--- config.mk ---
export PLATFORM = sky130hd
export DESIGN_NAME = gear_shift_selector
export DESIGN_NICKNAME = d
export VERILOG_FILES = /design/src/design/gss_pkg.sv /design/src/design/gss_cfg.sv /design/src/design/gss_cmp.sv /design/src/design/gear_shift_selector.sv
export SDC_FILE = /design/constraint.sdc
export NUM_CORES = 1
export LEC_CHECK = 0
export BUFFER_PORTS_ARGS = -buffer_cell sky130_fd_sc_hd__buf_2
export CAP_MARGIN = 15
export CORE_MARGIN = 2
export CORE_UTILIZATION = 40
export DETAILED_ROUTE_END_ITERATION = 8
export PLACE_DENSITY = 0.57
export REMOVE_ABC_BUFFERS = 1
export SYNTH_ARGS = -nofsm -noshare
export SYNTH_HDL_FRONTEND = slang
export SYNTH_SLANG_ARGS = --single-unit
--- constraint.sdc ---
create_clock -name aclk -period 11.7 [get_ports aclk]
set_input_delay 1.17 -clock aclk [delete_from_list [all_inputs] [get_ports aclk]]
set_output_delay 1.17 -clock aclk [all_outputs]
set_load 0.05 [all_outputs]
--- src/design/gss_pkg.sv ---
// gss_pkg: shared types and constants for the gear shift selector.
// No dependencies; used by gss_cfg, gss_cmp and gear_shift_selector.
package gss_pkg;

    localparam int GEAR_W   = 4;
    localparam int RPM_W    = 16;
    localparam int TIME_W   = 32;
    localparam int GUARD_W  = 16;
    localparam int CFG_IDX_W = 3;
    localparam int CFG_DATA_W = 64;
    localparam int S_TDATA_W = 48;   // rpm + now_ms, already whole bytes
    localparam int M_TDATA_W = 8;    // selected_gear padded to a byte

    localparam logic [GEAR_W-1:0] GEAR_ONE = GEAR_W'(1);
    localparam logic [GEAR_W-1:0] GEAR_COUNT_RESET = GEAR_W'(6);

    // configuration register indexes
    localparam logic [CFG_IDX_W-1:0] CFG_GEAR_COUNT = 3'd0;
    localparam logic [CFG_IDX_W-1:0] CFG_GUARD_MS   = 3'd1;
    localparam logic [CFG_IDX_W-1:0] CFG_UP_LOW     = 3'd2;
    localparam logic [CFG_IDX_W-1:0] CFG_UP_HIGH    = 3'd3;
    localparam logic [CFG_IDX_W-1:0] CFG_DOWN_LOW   = 3'd4;
    localparam logic [CFG_IDX_W-1:0] CFG_DOWN_HIGH  = 3'd5;
    localparam logic [CFG_IDX_W-1:0] CFG_BRAKE_LOW  = 3'd6;
    localparam logic [CFG_IDX_W-1:0] CFG_BRAKE_HIGH = 3'd7;

    typedef enum logic [1:0] {
        THR_UP,
        THR_DOWN,
        THR_BRAKE
    } thr_kind_t;

    typedef struct packed {
        thr_kind_t         kind;
        logic [GEAR_W-1:0] gear;
    } thr_req_t;

    typedef struct packed {
        logic lt;
        logic gt;
    } cmp_res_t;

endpackage

--- src/design/gss_cfg.sv ---
// gss_cfg: configuration registers and threshold lane lookup.
// Depends on gss_pkg.
module gss_cfg #(
    parameter int MAX_GEARS = 8
) (
    input  logic                                aclk,
    input  logic                                aresetn,
    input  logic                                cfg_valid,
    input  logic [gss_pkg::CFG_IDX_W-1:0]       cfg_index,
    input  logic [gss_pkg::CFG_DATA_W-1:0]      cfg_data,
    input  gss_pkg::thr_req_t                   thr_req,
    output logic signed [gss_pkg::RPM_W-1:0]    thr_value,
    output logic [gss_pkg::GEAR_W-1:0]          count_eff,
    output logic [gss_pkg::GUARD_W-1:0]         guard_ms
);

    localparam int LANE_W = (MAX_GEARS > 1) ? $clog2(MAX_GEARS) : 1;
    localparam logic [gss_pkg::GEAR_W-1:0] MAX_G = gss_pkg::GEAR_W'(MAX_GEARS);

    logic [gss_pkg::GEAR_W-1:0]       count_reg;
    logic [gss_pkg::GUARD_W-1:0]      guard_reg;
    logic signed [gss_pkg::RPM_W-1:0] up_reg    [MAX_GEARS];
    logic signed [gss_pkg::RPM_W-1:0] down_reg  [MAX_GEARS];
    logic signed [gss_pkg::RPM_W-1:0] brake_reg [MAX_GEARS];
    logic [gss_pkg::GEAR_W-1:0]       gear_m1;
    logic [LANE_W-1:0]                lane;

    always_ff @(posedge aclk) begin
        if (!aresetn) begin
            count_reg <= gss_pkg::GEAR_COUNT_RESET;
            guard_reg <= '0;
        end else if (cfg_valid) begin
            if (cfg_index == gss_pkg::CFG_GEAR_COUNT)
                count_reg <= cfg_data[gss_pkg::GEAR_W-1:0];
            if (cfg_index == gss_pkg::CFG_GUARD_MS)
                guard_reg <= cfg_data[gss_pkg::GUARD_W-1:0];
        end
    end

    // only lanes of gears that can ever be current are kept
    for (genvar l = 0; l < MAX_GEARS; l++) begin : g_lane
        localparam int GRP = l / 4;
        localparam int POS = l % 4;
        localparam logic [gss_pkg::CFG_IDX_W-1:0] UP_IDX =
            gss_pkg::CFG_IDX_W'(int'(gss_pkg::CFG_UP_LOW) + GRP);
        localparam logic [gss_pkg::CFG_IDX_W-1:0] DN_IDX =
            gss_pkg::CFG_IDX_W'(int'(gss_pkg::CFG_DOWN_LOW) + GRP);
        localparam logic [gss_pkg::CFG_IDX_W-1:0] BR_IDX =
            gss_pkg::CFG_IDX_W'(int'(gss_pkg::CFG_BRAKE_LOW) + GRP);

        always_ff @(posedge aclk) begin
            if (!aresetn) begin
                up_reg[l]    <= '0;
                down_reg[l]  <= '0;
                brake_reg[l] <= '0;
            end else if (cfg_valid) begin
                if (cfg_index == UP_IDX)
                    up_reg[l] <= cfg_data[gss_pkg::RPM_W*POS +: gss_pkg::RPM_W];
                if (cfg_index == DN_IDX)
                    down_reg[l] <= cfg_data[gss_pkg::RPM_W*POS +: gss_pkg::RPM_W];
                if (cfg_index == BR_IDX)
                    brake_reg[l] <= cfg_data[gss_pkg::RPM_W*POS +: gss_pkg::RPM_W];
            end
        end
    end

    assign gear_m1 = thr_req.gear - gss_pkg::GEAR_ONE;
    assign lane    = gear_m1[LANE_W-1:0];

    always_comb begin
        unique case (thr_req.kind)
            gss_pkg::THR_UP:    thr_value = up_reg[lane];
            gss_pkg::THR_DOWN:  thr_value = down_reg[lane];
            gss_pkg::THR_BRAKE: thr_value = brake_reg[lane];
            default:            thr_value = '0;
        endcase
    end

    // gear count saturated to 1..MAX_GEARS
    always_comb begin
        if (count_reg == '0)
            count_eff = gss_pkg::GEAR_ONE;
        else if (count_reg > MAX_G)
            count_eff = MAX_G;
        else
            count_eff = count_reg;
    end

    assign guard_ms = guard_reg;

endmodule

--- src/design/gss_cmp.sv ---
// gss_cmp: shared signed 16-bit comparator used by the PREP, UP and SCAN steps.
// Depends on gss_pkg.
module gss_cmp (
    input  logic signed [gss_pkg::RPM_W-1:0] a,
    input  logic signed [gss_pkg::RPM_W-1:0] b,
    output gss_pkg::cmp_res_t                res
);

    assign res.lt = (a < b);
    assign res.gt = (a > b);

endmodule

--- src/design/gear_shift_selector.sv ---
// gear_shift_selector: top level, sequencer around the shared comparator.
// Depends on gss_pkg, gss_cfg and gss_cmp.

// Takes one request per sample (signed RPM and a wrapping millisecond time)
// and returns one request holding the selected gear. An accepted sample runs
// through ST_PREP and ST_UP, then through ST_SCAN when the downshift scan runs
// and steps down k gears (up to MAX_GEARS - 1); ST_DONE loads the result into
// the output register (a standing or reverse sample goes from ST_PREP straight
// to ST_DONE). s_tready returns when the result is loaded, so a new sample is
// taken only once the previous one has left the sequencer, and ST_DONE waits
// until the output register is free. The sequencing is set by the single signed
// comparator: it is used once for the falling-RPM test, once for the upshift
// test and once per visited gear of the downshift scan. s_tready is high only
// while the sequencer is idle; a finished result sits in the output register,
// so the next sample can be taken while the previous result is still waiting.
// Configuration writes are always accepted (cfg_ready is tied high) and
// must only be issued while no sample is in flight.
module gear_shift_selector #(
    parameter int MAX_GEARS = 8
) (
    input  logic                               aclk,
    input  logic                               aresetn,
    // sample requests
    input  logic                               s_tvalid,
    output logic                               s_tready,
    input  logic [gss_pkg::S_TDATA_W-1:0]      s_tdata,   // [15:0] rpm, [47:16] now_ms
    // result requests
    output logic                               m_tvalid,
    input  logic                               m_tready,
    output logic [gss_pkg::M_TDATA_W-1:0]      m_tdata,   // [3:0] selected_gear, [7:4] zero
    // configuration writes
    input  logic                               cfg_valid,
    output logic                               cfg_ready,
    input  logic [gss_pkg::CFG_IDX_W-1:0]      cfg_index,
    input  logic [gss_pkg::CFG_DATA_W-1:0]     cfg_data
);

    typedef enum logic [2:0] {
        ST_IDLE,
        ST_PREP,   // falling test on comparator, guard check
        ST_UP,     // upshift test on comparator
        ST_SCAN,   // downshift scan, one gear per cycle
        ST_DONE    // hand result to output register
    } state_t;

    state_t                              state_reg, state_next;
    logic signed [gss_pkg::RPM_W-1:0]    rpm_reg, rpm_next;
    logic [gss_pkg::TIME_W-1:0]          now_reg, now_next;
    logic signed [gss_pkg::RPM_W-1:0]    prev_rpm_reg, prev_rpm_next;
    logic [gss_pkg::TIME_W-1:0]          last_shift_reg, last_shift_next;
    logic [gss_pkg::GEAR_W-1:0]          cur_gear_reg, cur_gear_next;
    logic                                falling_reg, falling_next;
    logic                                guard_ok_reg, guard_ok_next;
    logic                                shifted_reg, shifted_next;
    logic                                m_tvalid_reg, m_tvalid_next;
    logic [gss_pkg::GEAR_W-1:0]          m_gear_reg, m_gear_next;

    gss_pkg::thr_req_t                   thr_req;
    logic signed [gss_pkg::RPM_W-1:0]    thr_value;
    logic [gss_pkg::GEAR_W-1:0]          count_eff;
    logic [gss_pkg::GUARD_W-1:0]         guard_ms;
    logic signed [gss_pkg::RPM_W-1:0]    cmp_b;
    gss_pkg::cmp_res_t                   cmp_res;
    logic [gss_pkg::TIME_W-1:0]          elapsed;
    logic                                s_accept;

    gss_cfg #(
        .MAX_GEARS (MAX_GEARS)
    ) u_cfg (
        .aclk      (aclk),
        .aresetn   (aresetn),
        .cfg_valid (cfg_valid),
        .cfg_index (cfg_index),
        .cfg_data  (cfg_data),
        .thr_req   (thr_req),
        .thr_value (thr_value),
        .count_eff (count_eff),
        .guard_ms  (guard_ms)
    );

    // comparator operand B: previous sample in PREP, else a threshold lane
    assign cmp_b = (state_reg == ST_PREP) ? prev_rpm_reg : thr_value;

    gss_cmp u_cmp (
        .a   (rpm_reg),
        .b   (cmp_b),
        .res (cmp_res)
    );

    // upshift lanes in ST_UP; the scan picks braking lanes while RPM falls, down lanes otherwise
    always_comb begin
        thr_req.gear = cur_gear_reg;
        if (state_reg == ST_UP)
            thr_req.kind = gss_pkg::THR_UP;
        else if (falling_reg)
            thr_req.kind = gss_pkg::THR_BRAKE;
        else
            thr_req.kind = gss_pkg::THR_DOWN;
    end

    assign elapsed   = now_reg - last_shift_reg;   // wraps modulo 2^32
    assign s_tready  = (state_reg == ST_IDLE);
    assign s_accept  = s_tvalid && s_tready;
    assign cfg_ready = 1'b1;
    assign m_tvalid  = m_tvalid_reg;
    assign m_tdata   = {{(gss_pkg::M_TDATA_W - gss_pkg::GEAR_W){1'b0}}, m_gear_reg};

    always_comb begin
        state_next      = state_reg;
        rpm_next        = rpm_reg;
        now_next        = now_reg;
        prev_rpm_next   = prev_rpm_reg;
        last_shift_next = last_shift_reg;
        cur_gear_next   = cur_gear_reg;
        falling_next    = falling_reg;
        guard_ok_next   = guard_ok_reg;
        shifted_next    = shifted_reg;
        m_tvalid_next   = m_tvalid_reg && !m_tready;
        m_gear_next     = m_gear_reg;

        unique case (state_reg)
            ST_IDLE: begin
                if (s_accept) begin
                    rpm_next   = s_tdata[gss_pkg::RPM_W-1:0];
                    now_next   = s_tdata[gss_pkg::RPM_W +: gss_pkg::TIME_W];
                    state_next = ST_PREP;
                end
            end
            ST_PREP: begin
                falling_next  = cmp_res.lt;
                guard_ok_next = (elapsed > {{(gss_pkg::TIME_W - gss_pkg::GUARD_W){1'b0}},
                                            guard_ms});
                shifted_next  = 1'b0;
                // standing or reverse: gear 1, no guard, shift time untouched
                if (rpm_reg[gss_pkg::RPM_W-1] || rpm_reg == '0) begin
                    cur_gear_next = gss_pkg::GEAR_ONE;
                    prev_rpm_next = rpm_reg;
                    state_next    = ST_DONE;
                end else begin
                    state_next = ST_UP;
                end
            end
            ST_UP: begin
                if (cur_gear_reg < count_eff && cmp_res.gt && !falling_reg
                    && guard_ok_reg) begin
                    cur_gear_next   = cur_gear_reg + gss_pkg::GEAR_ONE;
                    last_shift_next = now_reg;
                    prev_rpm_next   = rpm_reg;
                    state_next      = ST_DONE;
                end else if (cur_gear_reg > gss_pkg::GEAR_ONE && guard_ok_reg) begin
                    state_next = ST_SCAN;
                end else begin
                    prev_rpm_next = rpm_reg;
                    state_next    = ST_DONE;
                end
            end
            ST_SCAN: begin
                if (cur_gear_reg > gss_pkg::GEAR_ONE && cmp_res.lt) begin
                    cur_gear_next = cur_gear_reg - gss_pkg::GEAR_ONE;
                    shifted_next  = 1'b1;
                end else begin
                    if (shifted_reg)
                        last_shift_next = now_reg;
                    prev_rpm_next = rpm_reg;
                    state_next    = ST_DONE;
                end
            end
            ST_DONE: begin
                if (!m_tvalid_reg || m_tready) begin
                    m_tvalid_next = 1'b1;
                    m_gear_next   = cur_gear_reg;
                    state_next    = ST_IDLE;
                end
            end
            default: state_next = ST_IDLE;
        endcase
    end

    always_ff @(posedge aclk) begin
        if (!aresetn) begin
            state_reg      <= ST_IDLE;
            prev_rpm_reg   <= '0;
            last_shift_reg <= '0;
            cur_gear_reg   <= gss_pkg::GEAR_ONE;
            m_tvalid_reg   <= 1'b0;
            falling_reg    <= 1'b0;
            guard_ok_reg   <= 1'b0;
            shifted_reg    <= 1'b0;
        end else begin
            state_reg      <= state_next;
            prev_rpm_reg   <= prev_rpm_next;
            last_shift_reg <= last_shift_next;
            cur_gear_reg   <= cur_gear_next;
            m_tvalid_reg   <= m_tvalid_next;
            falling_reg    <= falling_next;
            guard_ok_reg   <= guard_ok_next;
            shifted_reg    <= shifted_next;
        end
        rpm_reg    <= rpm_next;
        now_reg    <= now_next;
        m_gear_reg <= m_gear_next;
    end

`ifndef SYNTH
    // gear stays within 1..MAX_GEARS
    a_gear_range: assert property (@(posedge aclk) disable iff (!aresetn)
        cur_gear_reg != '0 && cur_gear_reg <= gss_pkg::GEAR_W'(MAX_GEARS))
        else $error("current gear out of range");

    // an accepted sample starts the sequence
    a_accept_prep: assert property (@(posedge aclk) disable iff (!aresetn)
        s_accept |=> state_reg == ST_PREP)
        else $error("accepted sample did not start sequencing");

    // a freshly loaded result carries the current gear
    a_result_gear: assert property (@(posedge aclk) disable iff (!aresetn)
        (state_reg == ST_DONE && (!m_tvalid_reg || m_tready))
        |=> (m_tvalid_reg && m_gear_reg == cur_gear_reg))
        else $error("result does not match current gear");

    // shift time moves only out of the upshift or scan steps
    a_shift_time: assert property (@(posedge aclk) disable iff (!aresetn)
        (last_shift_reg != $past(last_shift_reg))
        |-> ($past(state_reg) == ST_UP || $past(state_reg) == ST_SCAN))
        else $error("shift time changed outside a shift");
`endif

endmodule

; ---- Word level (Yosys, flattened, before mapping)
; Memories as Yosys holds them, arrays and structs flattened.
; Index checks and enable logic that the tools add are counted.
[word_totals]
ff_bits = 131
word_cells = 178
latchBits = 0
inputBits = 120
ramBits = 384
rom_bits = 0
mem_count = 3
[mem_list]
columns = memory, depth, width, read_ports, rd_clocked_by_memory_dff, write_ports, line
row1 = u_cfg.brake_reg, 8, 16, 1, 0, 8, gss_cfg.sv:24  ; logic signed [gss_pkg::RPM_W-1:0] brake_reg [MAX_GEARS];
row2 = u_cfg.down_reg, 8, 16, 1, 0, 8, gss_cfg.sv:23  ; logic signed [gss_pkg::RPM_W-1:0] down_reg [MAX_GEARS];
row3 = u_cfg.up_reg, 8, 16, 1, 0, 8, gss_cfg.sv:22  ; logic signed [gss_pkg::RPM_W-1:0] up_reg [MAX_GEARS];
[classes]
reduce_logical = 29
add_sub_neg = 3
eq_ne = 21
muxes = 79
bitwise_logic = 24
shifts = 0
multipliers = 0
n_div = 0
magnitude_cmp = 6
[ops]
columns = operator, count
row1 = 2-to-1 mux 16 bit, 29
row2 = 2-to-1 mux 32 bit, 3
row3 = one-hot mux 16 bit (3 select lines), 2
row4 = one-hot mux 32 bit (2 select lines), 1
row5 = > comparator 32 x 16 -> 1 bit, 1
row6 = subtractor 32 bit, 1
row7 = 2-to-1 mux 1 bit, 28
row8 = OR 1 bit, 24
row9 = 2-to-1 mux 4 bit, 5
row10 = 2-to-1 mux 3 bit, 6
row11 = > comparator 16 bit, 1
row12 = logical NOT 16 bit, 1
row13 = < comparator 16 bit, 1
row14 = equality test 3 bit (second input constant), 5
row15 = one-hot mux 3 bit (5 select lines), 1
row16 = equality test 3 x 2 -> 1 bit (second input constant), 4
row17 = one-hot mux 4 bit (3 select lines), 1
row18 = AND reduction 4 bit, 3
row19 = AND reduction 2 bit, 5
row20 = != test 2 bit (second input constant), 4
row21 = logical AND 1 bit, 7
row22 = equality test 3 x 1 -> 1 bit (second input constant), 2
row23 = logical NOT 3 bit, 2
row24 = != test 2 x 1 -> 1 bit (second input constant), 3
row25 = 17 further kinds, 22

; ---- Depth between registers and ports, before layout
; Gate-level depths: netlist (run 1).
[logic_depth]
depth_word = 11
mapped_depth = 24
ltp_nobuf = 24

; ---- By module
; From an unflattened synthesis (run 1), not the netlist that was laid out.
[unflattened]
cells_unflattened = 1878
area_unflattened_um2 = 25099.1
[by_module_without_submodules]
columns = module, cells_per_inst, area_each_um2, n_inst
row1 = gss_cfg, 1134, 17967.2, 1
row2 = gear_shift_selector, 681, 6700.2, 1
row3 = gss_cmp, 63, 431.7, 1

; ---- Worst setup path before layout (run 1)
; No wires, ideal clock.
[synth_timing]
path_kind = input-to-reg
startpoint = input port cfg_valid
endpoint = memory u_cfg.down_reg[0][0] in the netlist's numbering, enable pin
arrival_time_ns = 5.986
t_required_ns = 11.118
path_slack_ns = 5.132
cell_stages = 2
path_buffers = 0
path_cell_list = nand2_1 > o31ai_1
[synth_lines]
columns = item, line
row1 = start: declaration, gear_shift_selector.sv:32  ; input logic cfg_valid,
row2 = end: declaration, gss_cfg.sv:23

; ---- Worst setup path after layout (run 1)
[layout_timing]
startpoint = register cur_gear_reg[0] in the netlist's numbering
endpoint = register prev_rpm_reg[12] in the netlist's numbering
[layout_via]
elab_chain_cells = 10
[layout_rtl]
columns = item, line
row1 = start: declaration, gear_shift_selector.sv:51  ; logic [gss_pkg::GEAR_W-1:0] cur_gear_reg, cur_gear_next;
row2 = start signal: assignment, gear_shift_selector.sv:184  ; cur_gear_reg <= gss_pkg::GEAR_ONE;
row3 = start signal: assignment, gear_shift_selector.sv:193  ; cur_gear_reg <= cur_gear_next;
row4 = subtractor 4 x 1 -> 4 bit, gss_cfg.sv:67  ; assign gear_m1 = thr_req.gear - gss_pkg::GEAR_ONE;
row5 = memory read (8 x 16 bit) (on tied branches), n/a
row6 = one-hot mux 16 bit (3 select lines), gss_cfg.sv:71  ; unique case (thr_req.kind)
row7 = 2-to-1 mux 16 bit, gear_shift_selector.sv:82  ; assign cmp_b = (state_reg == ST_PREP) ? prev_rpm_reg : thr_value;
row8 = > comparator 16 bit, gss_cmp.sv:10  ; assign res.gt = (a > b);
row9 = logical AND 1 bit (2 in series), gear_shift_selector.sv:144  ; if (cur_gear_reg < count_eff && cmp_res.gt && !falling_reg
row10 = logical AND 1 bit, gear_shift_selector.sv:145  ; && guard_ok_reg) begin
row11 = != test 3 bit (no line) / 2-to-1 mux 16 bit (equally long branches), n/a
row12 = AND reduction 4 bit (no line) / one-hot mux 16 bit (3 select lines) (equally long branches), n/a
row13 = end signal: assignment, gear_shift_selector.sv:191  ; prev_rpm_reg <= prev_rpm_next;
row14 = end: declaration, gear_shift_selector.sv:49  ; logic signed [gss_pkg::RPM_W-1:0] prev_rpm_reg, prev_rpm_next;
; Several ways; a longest one is shown, not always the timed one.
; A chain may end at the register's enable or synchronous reset.

==> results.toml, run 1 <==
[floorplanning]
io_pins = 131
initial_core_util = 0.4034
dieArea_um2 = 64010
die_width_um = 253.0
core.rowCount = 91
core_um2 = 61480
fp.dieH_um = 253.0

[finish]
drive_gt1_frac = 0.1715
nets = 2234
syn_to_final_growth_pct = 12.81
fin_util = 0.4551
nFillCells = 5556
design_area_um2 = 27980

[timing]
period_needed_ns = 6.278
relSlewSlack = 0.2677
whs_ns = 0.4624
setup_tns_ns = 0
report.final.slew_viol_count = 0
clock.fmax_ghz = 0.1593
grt_setup_unrepaired = "false"
setup_viol = 0
hold_viol = 0
tightest_slew_ns = 1.090
fin_skew_ns = 0.03591
period_share = 0.5366

[clocking]
cts_hold_buf = 0
htreeDepth = 2
cts-root-buf = "clkbuf_16"
cts_tree = "done"
clk_pin_slew_ns = 0.06
numClockSinks = 515
cts_buffers = 54
clockBufferDepth = 3
post_cts_resized = 0
postCtsSetupRepairBufs = 0
clkLatencyLatePin_ns = 0.63

[synth]
synthTopCellsByCount = "436 x edfxtp_1, 387 x and2_1, 203 x nand2_1"
syn_avg_cell_area_um2 = 12.64
synth_cells = 1962
yosys.area.top_type = "edfxtp_1"
yosysMostFrequentCell = "edfxtp_1"
async_flop_share = 0
synth-seq-cells = 515
synth_seq_area_share = 0.5916
yosys_warnings = 0
synthFlopType = "edfxtp_1"
netlist_area_um2 = 24800
synth-edff-count = 436
yosysTopAreaCellShare = 0.5279
synthTopCellsByArea = "edfxtp_1 53%, and2_1 9.8%, mux4_2 9.1%"
synth_cell_types = 69

[route]
drt_wl_total_mm = 61.92
route.vias.total = 15562
met3_length_mm = 3.412
dr.pass1.iters = 5
wl_met2_mm = 29.63
drtAntennaViolNets = 0
avgRoutedWirePerCell_um = 21.49
m1WireLength_mm = 27.53
drt_iter0_markers = 1101
vias_per_cell = 5.402
drc = 0
maxUsedRoutingLayer = "met5"

[job]
cap_violations = 0

[placed_design]
dp_hpwl_mm = 38.51
io_buffers = 125
placed_area_um2 = 26250
routabilityCongestion = 0.8380

[hold_path]
hold_path_class = "reg2reg"

[setup_path]
path_class = "reg2reg"
cp.arrival_ns = 6.73
required_ns = 12.16
critical_path.endpoint_type = "flip-flop"
cp_max_fo = 55
critPathLaunchType = "flip-flop"

[status]
outcome = "finished, final reports clean"

[power_and_ir_drop]
p_leak_uw = 0.01012
ir_worst_vdd_uv = 109.9
power-per-cell-area_nw_per_um2 = 149.6

[global_route]
antenna_found_initial = 6
grt_max_degree = 73
grtUsageTotal = 0.1959
grt_overflow = 0
grt_pass1_vias = 15756
grt_pass1_wl_mm = 93.99
[cells by family after synthesis]
logic type,synth area share
AO/OA/AOI/OAI,0.06614
flip-flops,0.5916
adder cells (fa/ha/maj),0.03562
other,0.0003028
AND/OR/NAND/NOR,0.1713
XOR/XNOR,0.01059
multiplexers,0.09444
buffers and inverters,0.03002
[cells in the final DEF (no fill, tap or decap), drive strengths merged, types with 8 or more instances in the layout]
cell / instances
nor2: 42
and3: 10
a31oi: 10
nand2b: 10
or4: 13
nand3: 62
clkbuf: 73
a21boi: 20
nor3: 8
nor2b: 13
xnor2: 21
a21oi: 77
edfxtp: 436
o211ai: 10
nand4: 15
buf: 147
a21o: 22
clkinv: 21
mux4: 100
xor2: 9
o21ai: 87
and2: 387
nand2: 203
ha: 69
inv: 64
mux2i: 9
dfxtp: 79
[critical path: stages (launching register included)]
cell      delay (ns)
dfxtp_4         0.69
inv_2           0.18
ha_4            0.77
buf_4           0.79
mux4_2          0.43
nand2_1         0.09
a21oi_1         0.07
or4_1           0.62
o21ai_0         0.12
ha_1            0.17
nand4_1         0.10
nor3_1          0.22
o31ai_1         0.12
and4b_1         0.24
o311ai_1        0.41
nand2b_1        0.65
nand3_1         0.28
o21ai_0         0.11
[through the flow]
| step | total power [µW] | setup WS, ns | cells |
|---|---|---|---|
| 2_1_floorplan | 2408 | 0.06150 | 1841 |
| 3_3_place_gp | 2545 | 5.523 | 2778 |
| 3_5_place_dp | 2556 | 5.356 | 2778 |
| 4_1_cts | 4226 | 5.344 | 2878 |
| 5_1_grt | 4327 | 4.775 | 2881 |
| 6_report | 4185 | 5.422 | 2881 |
[power by group]
| group | switching (µW) | leakage, µW | internal, µW | total [µW] |
|---|---|---|---|---|
| Clock | 731 | 0.000839 | 938 | 1670 |
| Sequential | 39.6 | 0.00484 | 2100 | 2140 |
| Combinational | 229 | 0.00444 | 144 | 373 |
[layout make-up]
cell class                 instances  area [µm²]  area share
tap                              790       988.4     0.03533
antenna                            3       7.507   0.0002683
clock buffer                      73        1525     0.05451
timing repair buffer             147       793.3     0.02835
multi-input combinational       1264        9558      0.3416
inverter                          62       232.7    0.008317
clock inverter                    27       197.7    0.007065
sequential                       515       14680      0.5246
[final timing paths]
path	cells after the start	startpoint	endpoint	slack, ns
setup reg to reg	17	cur_gear_reg[0]	prev_rpm_reg[12]	5.42
hold / removal	2	u_cfg.guard_ms[8]	u_cfg.guard_ms[8]	0.46
setup / recovery	17	cur_gear_reg[0]	prev_rpm_reg[12]	5.42
hold reg to reg	2	u_cfg.guard_ms[8]	u_cfg.guard_ms[8]	0.46
[layer usage]
metal | GRT usage | vias to the layer above
met3 | 0.03269 | 82
met1 | 0.2669 | 7841
li1 | - | 7265
met2 | 0.3256 | 372
met5 | 0 | -
met4 | 0.05106 | 2
(Power assumes the default switching activity.)
==> run 2: changes to the inputs <==
clock period = 6 ns   (was 11.7 ns; I/O delays follow)
==> run 2 against run 1 <==
Clock power rose by 100%. Sequential share of layout area fell by 0.49 points. Clock-buffer cell count rose by 5. Fmax rose by 19%. Global-route usage barely moved. Critical path depth rose by 3. Final cell count rose by 0.66%. Combinational power rose by 97%. Critical path type unchanged. Largest cell class unchanged. Largest power group unchanged. Highest routed layer unchanged.
==> results.toml, run 2 (synthesis results as in run 1) <==
[finish]
nFillCells = 5588
drive_gt1_frac = 0.1771
final_cells = 2900
layout_common_cells = "436 x edfxtp_1, 386 x and2_1, 203 x nand2_1, 124 x buf_2, 100 x mux4_2"
nets = 2249
final_common_cell = "edfxtp_1"
syn_to_final_growth_pct = 13.88

[timing]
clock.fmax_ghz = 0.1892
whs_ns = 0.1549
fin_skew_ns = 0.05071
setup_tns_ns = 0
grt_setup_unrepaired = "false"
period_needed_ns = 5.287
hold_viol = 0
period_share = 0.8811
relSlewSlack = 0.2133
report.final.slew_viol_count = 0
setup_viol = 0
tightest_slew_ns = 1.171

[floorplanning]
dieArea_um2 = 64010
fp.dieH_um = 253.0
core.rowCount = 91
io_pins = 131
initial_core_util = 0.4034
die_width_um = 253.0
core_um2 = 61480

[power_and_ir_drop]
ir_worst_vdd_uv = 217.7
sw_frac_of_total = 0.2343
p_int_uw = 6382
p_comb_frac = 0.088
power_frac_clock = 0.411
fin_total_pwr_uw = 8335
power.switching_uw = 1953
p_leak_uw = 0.01026
power-per-cell-area_nw_per_um2 = 295.1
p_seq_frac = 0.501

[setup_path]
regToRegStartpoint = "state_reg[1]"
r2r_end = "last_shift_reg[21]"
critPathLaunch = "state_reg[1]"
cp.arrival_ns = 5.74
required_ns = 6.45
critical_path.endpoint_type = "flip-flop"
critPathLaunchType = "flip-flop"
crit_path_end = "last_shift_reg[21]"
r2r_slack_ns = 0.71
reg2reg_depth = 20
cp_max_fo = 64
path_class = "reg2reg"

[clocking]
cts_tree = "done"
postCtsSetupRepairBufs = 0
cts_hold_buf = 0
clockBufferDepth = 3
clk_pin_slew_ns = 0.06
cts_buffers = 56
htreeDepth = 2
clkLatencyLatePin_ns = 0.64
post_cts_resized = 0
cts-root-buf = "clkbuf_16"
numClockSinks = 515

[global_route]
grt_pass1_wl_mm = 94.39
grt_pass1_vias = 15742
grtUsageTotal = 0.1954
grt_max_degree = 76
antenna_found_initial = 10
grt_overflow = 0

[placed_design]
dp_hpwl_mm = 39.06
dp_cells = 2791
routabilityCongestion = 0.8204
io_buffers = 125

[status]
outcome = "finished, final reports clean"

[route]
drtAntennaViolNets = 0
route.vias.total = 15594
vias_per_cell = 5.377
dr.pass1.iters = 5
drc = 0
drt_iter0_markers = 1276
avgRoutedWirePerCell_um = 21.25
drt_wl_total_mm = 61.61

[hold_path]
hold_path_class = "in2reg"

[job]
cap_violations = 0
-- run 2: cell types whose count changed in the layout (fill, tap and decap cells not counted), moves of 2 or more --
| cell | change |
|---|---|
| clkinv_1 | -4 |
| clkbuf_8 | -2 |
| bufinv_16 | +4 |
| buf_12 | +5 |
| buf_4 | +8 |
| clkbuf_1 | +7 |
| clkinvlp_4 | -2 |
-- run 2: per-stage QoR --
stage	area (µm²)	util	setup WS, ns
5_1_grt	28240	0.4593	0.3590
2_1_floorplan	24300	-	-5.639
3_3_place_gp	26390	0.4292	0.8011
4_1_cts	28230	0.4592	0.7453
3_5_place_dp	26410	0.4295	0.7631
6_report	28240	0.4594	0.7133
-- run 2: power groups by stage --
stage / Sequential [µW] / Clock (µW) / Combinational (µW)
after detailed placement: 4250 / 0 / 737
after global routing: 4190 / 3640 / 810
after floorplan: 4250 / 0 / 448
after global placement: 4240 / 0 / 725
after CTS: 4180 / 3510 / 740
final: 4170 / 3420 / 735
-- run 2: metal layers --
metal	GRT usage	share of wire
met5	0	0.00067
met1	0.2697	0.44
met3	0.02991	0.057
met4	0.05799	0.023
met2	0.3197	0.48
-- run 2: layout make-up --
cell class	count	area [µm²]	area share
diodes	4	10.01	0.0003544
inverters	62	232.7	0.008240
clock buffers	78	1524	0.05396
repair buffers	160	953.4	0.03376
clock inverters	27	300.3	0.01063
multi-input cells	1264	9558	0.3384
well taps	790	988.4	0.03500
flip-flops and latches	515	14680	0.5197
-- run 2: worst min path at each step --
stage                                 from               end  slack, ns  cells after the start
after floorplan                shifted_reg       shifted_reg       0.44                      2
after global placement     prev_rpm_reg[5]   prev_rpm_reg[5]       0.45                      2
after detailed placement  prev_rpm_reg[13]  prev_rpm_reg[13]       0.46                      2
after CTS                      s_tdata[28]       now_reg[12]       0.11                      1
after global routing           s_tdata[28]       now_reg[12]       0.13                      1
final                          s_tdata[27]       now_reg[11]       0.15                      1
-- run 2: critical path, stage by stage, from the launching register on --
cell      delay, ns
dfxtp_1        0.46
nor2b_1        0.18
buf_4          0.19
nand2b_1       0.25
nand2b_1       0.80
buf_4          0.31
a21oi_1        0.06
or4_1          0.57
o21ai_0        0.13
ha_1           0.18
a21o_1         0.10
a21o_1         0.11
a21oi_1        0.06
o21ai_0        0.16
nand2_1        0.07
and4b_1        0.22
nor4_1         0.50
a22oi_2        0.16
buf_4          0.31
nand3_1        0.15
o21ai_0        0.09
==> run 3: changes to the inputs <==
GPL_TIMING_DRIVEN = 0   (was default)
==> run 3 against run 2 <==
Fmax down 5.8%. Worst hold slack lost 0.0060 ns. First-iteration DRC count shrank 1.4%. Wire length down 0.75%. Final cell count about the same. Design area rose by 1.9%.
==> results.toml, run 3 (synthesis results as in run 1) <==
[status]
outcome = "finished, final reports clean"

[power_and_ir_drop]
ir_worst_vdd_uv = 214.6
power-per-cell-area_nw_per_um2 = 290.4
p_leak_uw = 0.01048

[floorplanning]
core.rowCount = 91
core_um2 = 61480
fp.dieH_um = 253.0
die_width_um = 253.0
initial_core_util = 0.4034
io_pins = 131
dieArea_um2 = 64010

[clocking]
clkLatencyLatePin_ns = 0.63
htreeDepth = 2
cts_buffers = 54
cts-root-buf = "clkbuf_16"
numClockSinks = 515
clockBufferDepth = 3
cts_tree = "done"
clk_pin_slew_ns = 0.06
cts_hold_buf = 0

[route]
dr.pass1.iters = 5
vias_per_cell = 5.340
drc = 0
drt_iter0_markers = 1258
avgRoutedWirePerCell_um = 21.09
route.vias.total = 15481
drt_wl_total_mm = 61.15
drtAntennaViolNets = 0

[timing]
hold_viol = 0
grt_setup_unrepaired = "false"
period_share = 0.9352
period_needed_ns = 5.611
report.final.slew_viol_count = 0
setup_viol = 0
fin_skew_ns = 0.01450
setup_tns_ns = 0
clock.fmax_ghz = 0.1782
relSlewSlack = 0.2713
tightest_slew_ns = 1.087

[global_route]
grt_pass1_wl_mm = 92.81
antenna_found_initial = 10
grtUsageTotal = 0.1925
grt_pass1_vias = 15777
grt_overflow = 0
grt_max_degree = 93

[setup_path]
worstPathCellList = "buf_16 > inv_2 > ha_4 > buf_16 > mux4_2 > nand2_1 > a21oi_1 > or4_1 > o21ai_0 > ha_1 > nand4_1 > nor3_1 > o31ai_1 > and4b_1 > o311ai_1 > nand2b_4 > nand3_1 > o21ai_0"
cp.arrival_ns = 6.10
cp_max_fo = 53
path_class = "reg2reg"
critPathTopFamily = "simple AND/OR/NAND/NOR gates"
slowest_stage = "o311ai_1"
required_ns = 6.49
cp_slowest_stage_delay_ns = 0.71
critPathBufInv = 3
critPathLaunchType = "flip-flop"
critical_path.endpoint_type = "flip-flop"

[finish]
drive_gt1_frac = 0.1841
final_cells = 2899
final_common_cell = "edfxtp_1"
layout_common_cells = "436 x edfxtp_1, 386 x and2_1, 202 x nand2_1, 124 x buf_2, 100 x mux4_2"
nFillCells = 5497
nets = 2256
design_area_um2 = 28780
syn_to_final_growth_pct = 16.03

[placed_design]
dp_cells = 2797
dp_hpwl_mm = 41.34
io_buffers = 125
placed_area_um2 = 26860
routabilityCongestion = 0.8350

[hold_path]
hold_path_class = "in2reg"

[job]
cap_violations = 0
[run 3: cell count changes in the layout (fill, tap and decap cells not counted), moves of 2 or more]
| cell | previous run | this run |
|---|---|---|
| buf_12 | 5 | 17 |
| buf_8 | 0 | 8 |
| diode_2 | 4 | 1 |
| buf_4 | 31 | 3 |
| buf_6 | 0 | 6 |
| clkbuf_1 | 18 | 10 |
| nand2b_1 | 10 | 8 |
| buf_16 | 0 | 11 |
[run 3: layout make-up]
| class | count | area [µm²] | area share |
|---|---|---|---|
| diodes | 1 | 2.502 | 0.00008696 |
| flip-flops and latches | 515 | 14680 | 0.5100 |
| well taps | 790 | 988.4 | 0.03435 |
| clock inverters | 28 | 340.3 | 0.01183 |
| clock buffers | 70 | 1483 | 0.05152 |
| multi-input cells | 1264 | 9579 | 0.3329 |
| inverters | 62 | 232.7 | 0.008087 |
| repair buffers | 169 | 1474 | 0.05122 |
[run 3: worst paths after layout]
check	startpoint	to	slack (ns)	cells after the start
worst min register to register	prev_rpm_reg[9]	prev_rpm_reg[9]	0.47	2
worst max register to register	cur_gear_reg[0]	prev_rpm_reg[8]	0.39	18
worst min-delay path	s_tdata[37]	now_reg[21]	0.15	1
worst max-delay path	cur_gear_reg[0]	prev_rpm_reg[8]	0.39	18
[run 3: what timing repair did]
item                       4_1_cts  5_1_grt
pin swaps                        1        1
buffers inserted                 1        2
setup endpoints to repair       30       38
cloned                           0        0
gates resized for setup          3        3
[run 3: where the power goes]
part           leakage [µW]  internal, µW  switching, µW
Clock              0.000888          2000           1430
Combinational       0.00475           310            446
Sequential          0.00484          4100           73.3
[run 3: per-layer routing]
layer  up-vias  track usage  wire (µm)  part of all wire
li1       7306            -          -                 -
met1      7750       0.2594      26450              0.43
met2       330       0.3232      29880              0.49
met3        87      0.02827       3406             0.056
met4         8      0.05664       1351             0.022
met5         -            0         58           0.00095
[run 3: worst reg2reg max path, delay by kind of cell, from the launching register on]
kind                       cells  cell delay [ns]
AOI/OAI and AO/OA              5             1.13
adders and majority gates      2             0.68
buffers and inverters          3             0.75
DFF                            1             0.60
muxes                          1             0.45
and+or+nand+nor                7             1.87
[run 3: stage by stage]
step | hold slack (ns) | setup slack, ns | total power (µW) | util
6_report | 0.1489 | 0.3886 | 8358 | 0.4681
5_1_grt | 0.1299 | 0.06328 | 8659 | 0.4680
4_1_cts | 0.1214 | 0.03803 | 8444 | 0.4671
3_5_place_dp | 0.4585 | -0.6209 | 5007 | 0.4369
3_3_place_gp | 0.4480 | -12.05 | 4987 | 0.4215
2_1_floorplan | 0.4366 | -5.639 | 4695 | -
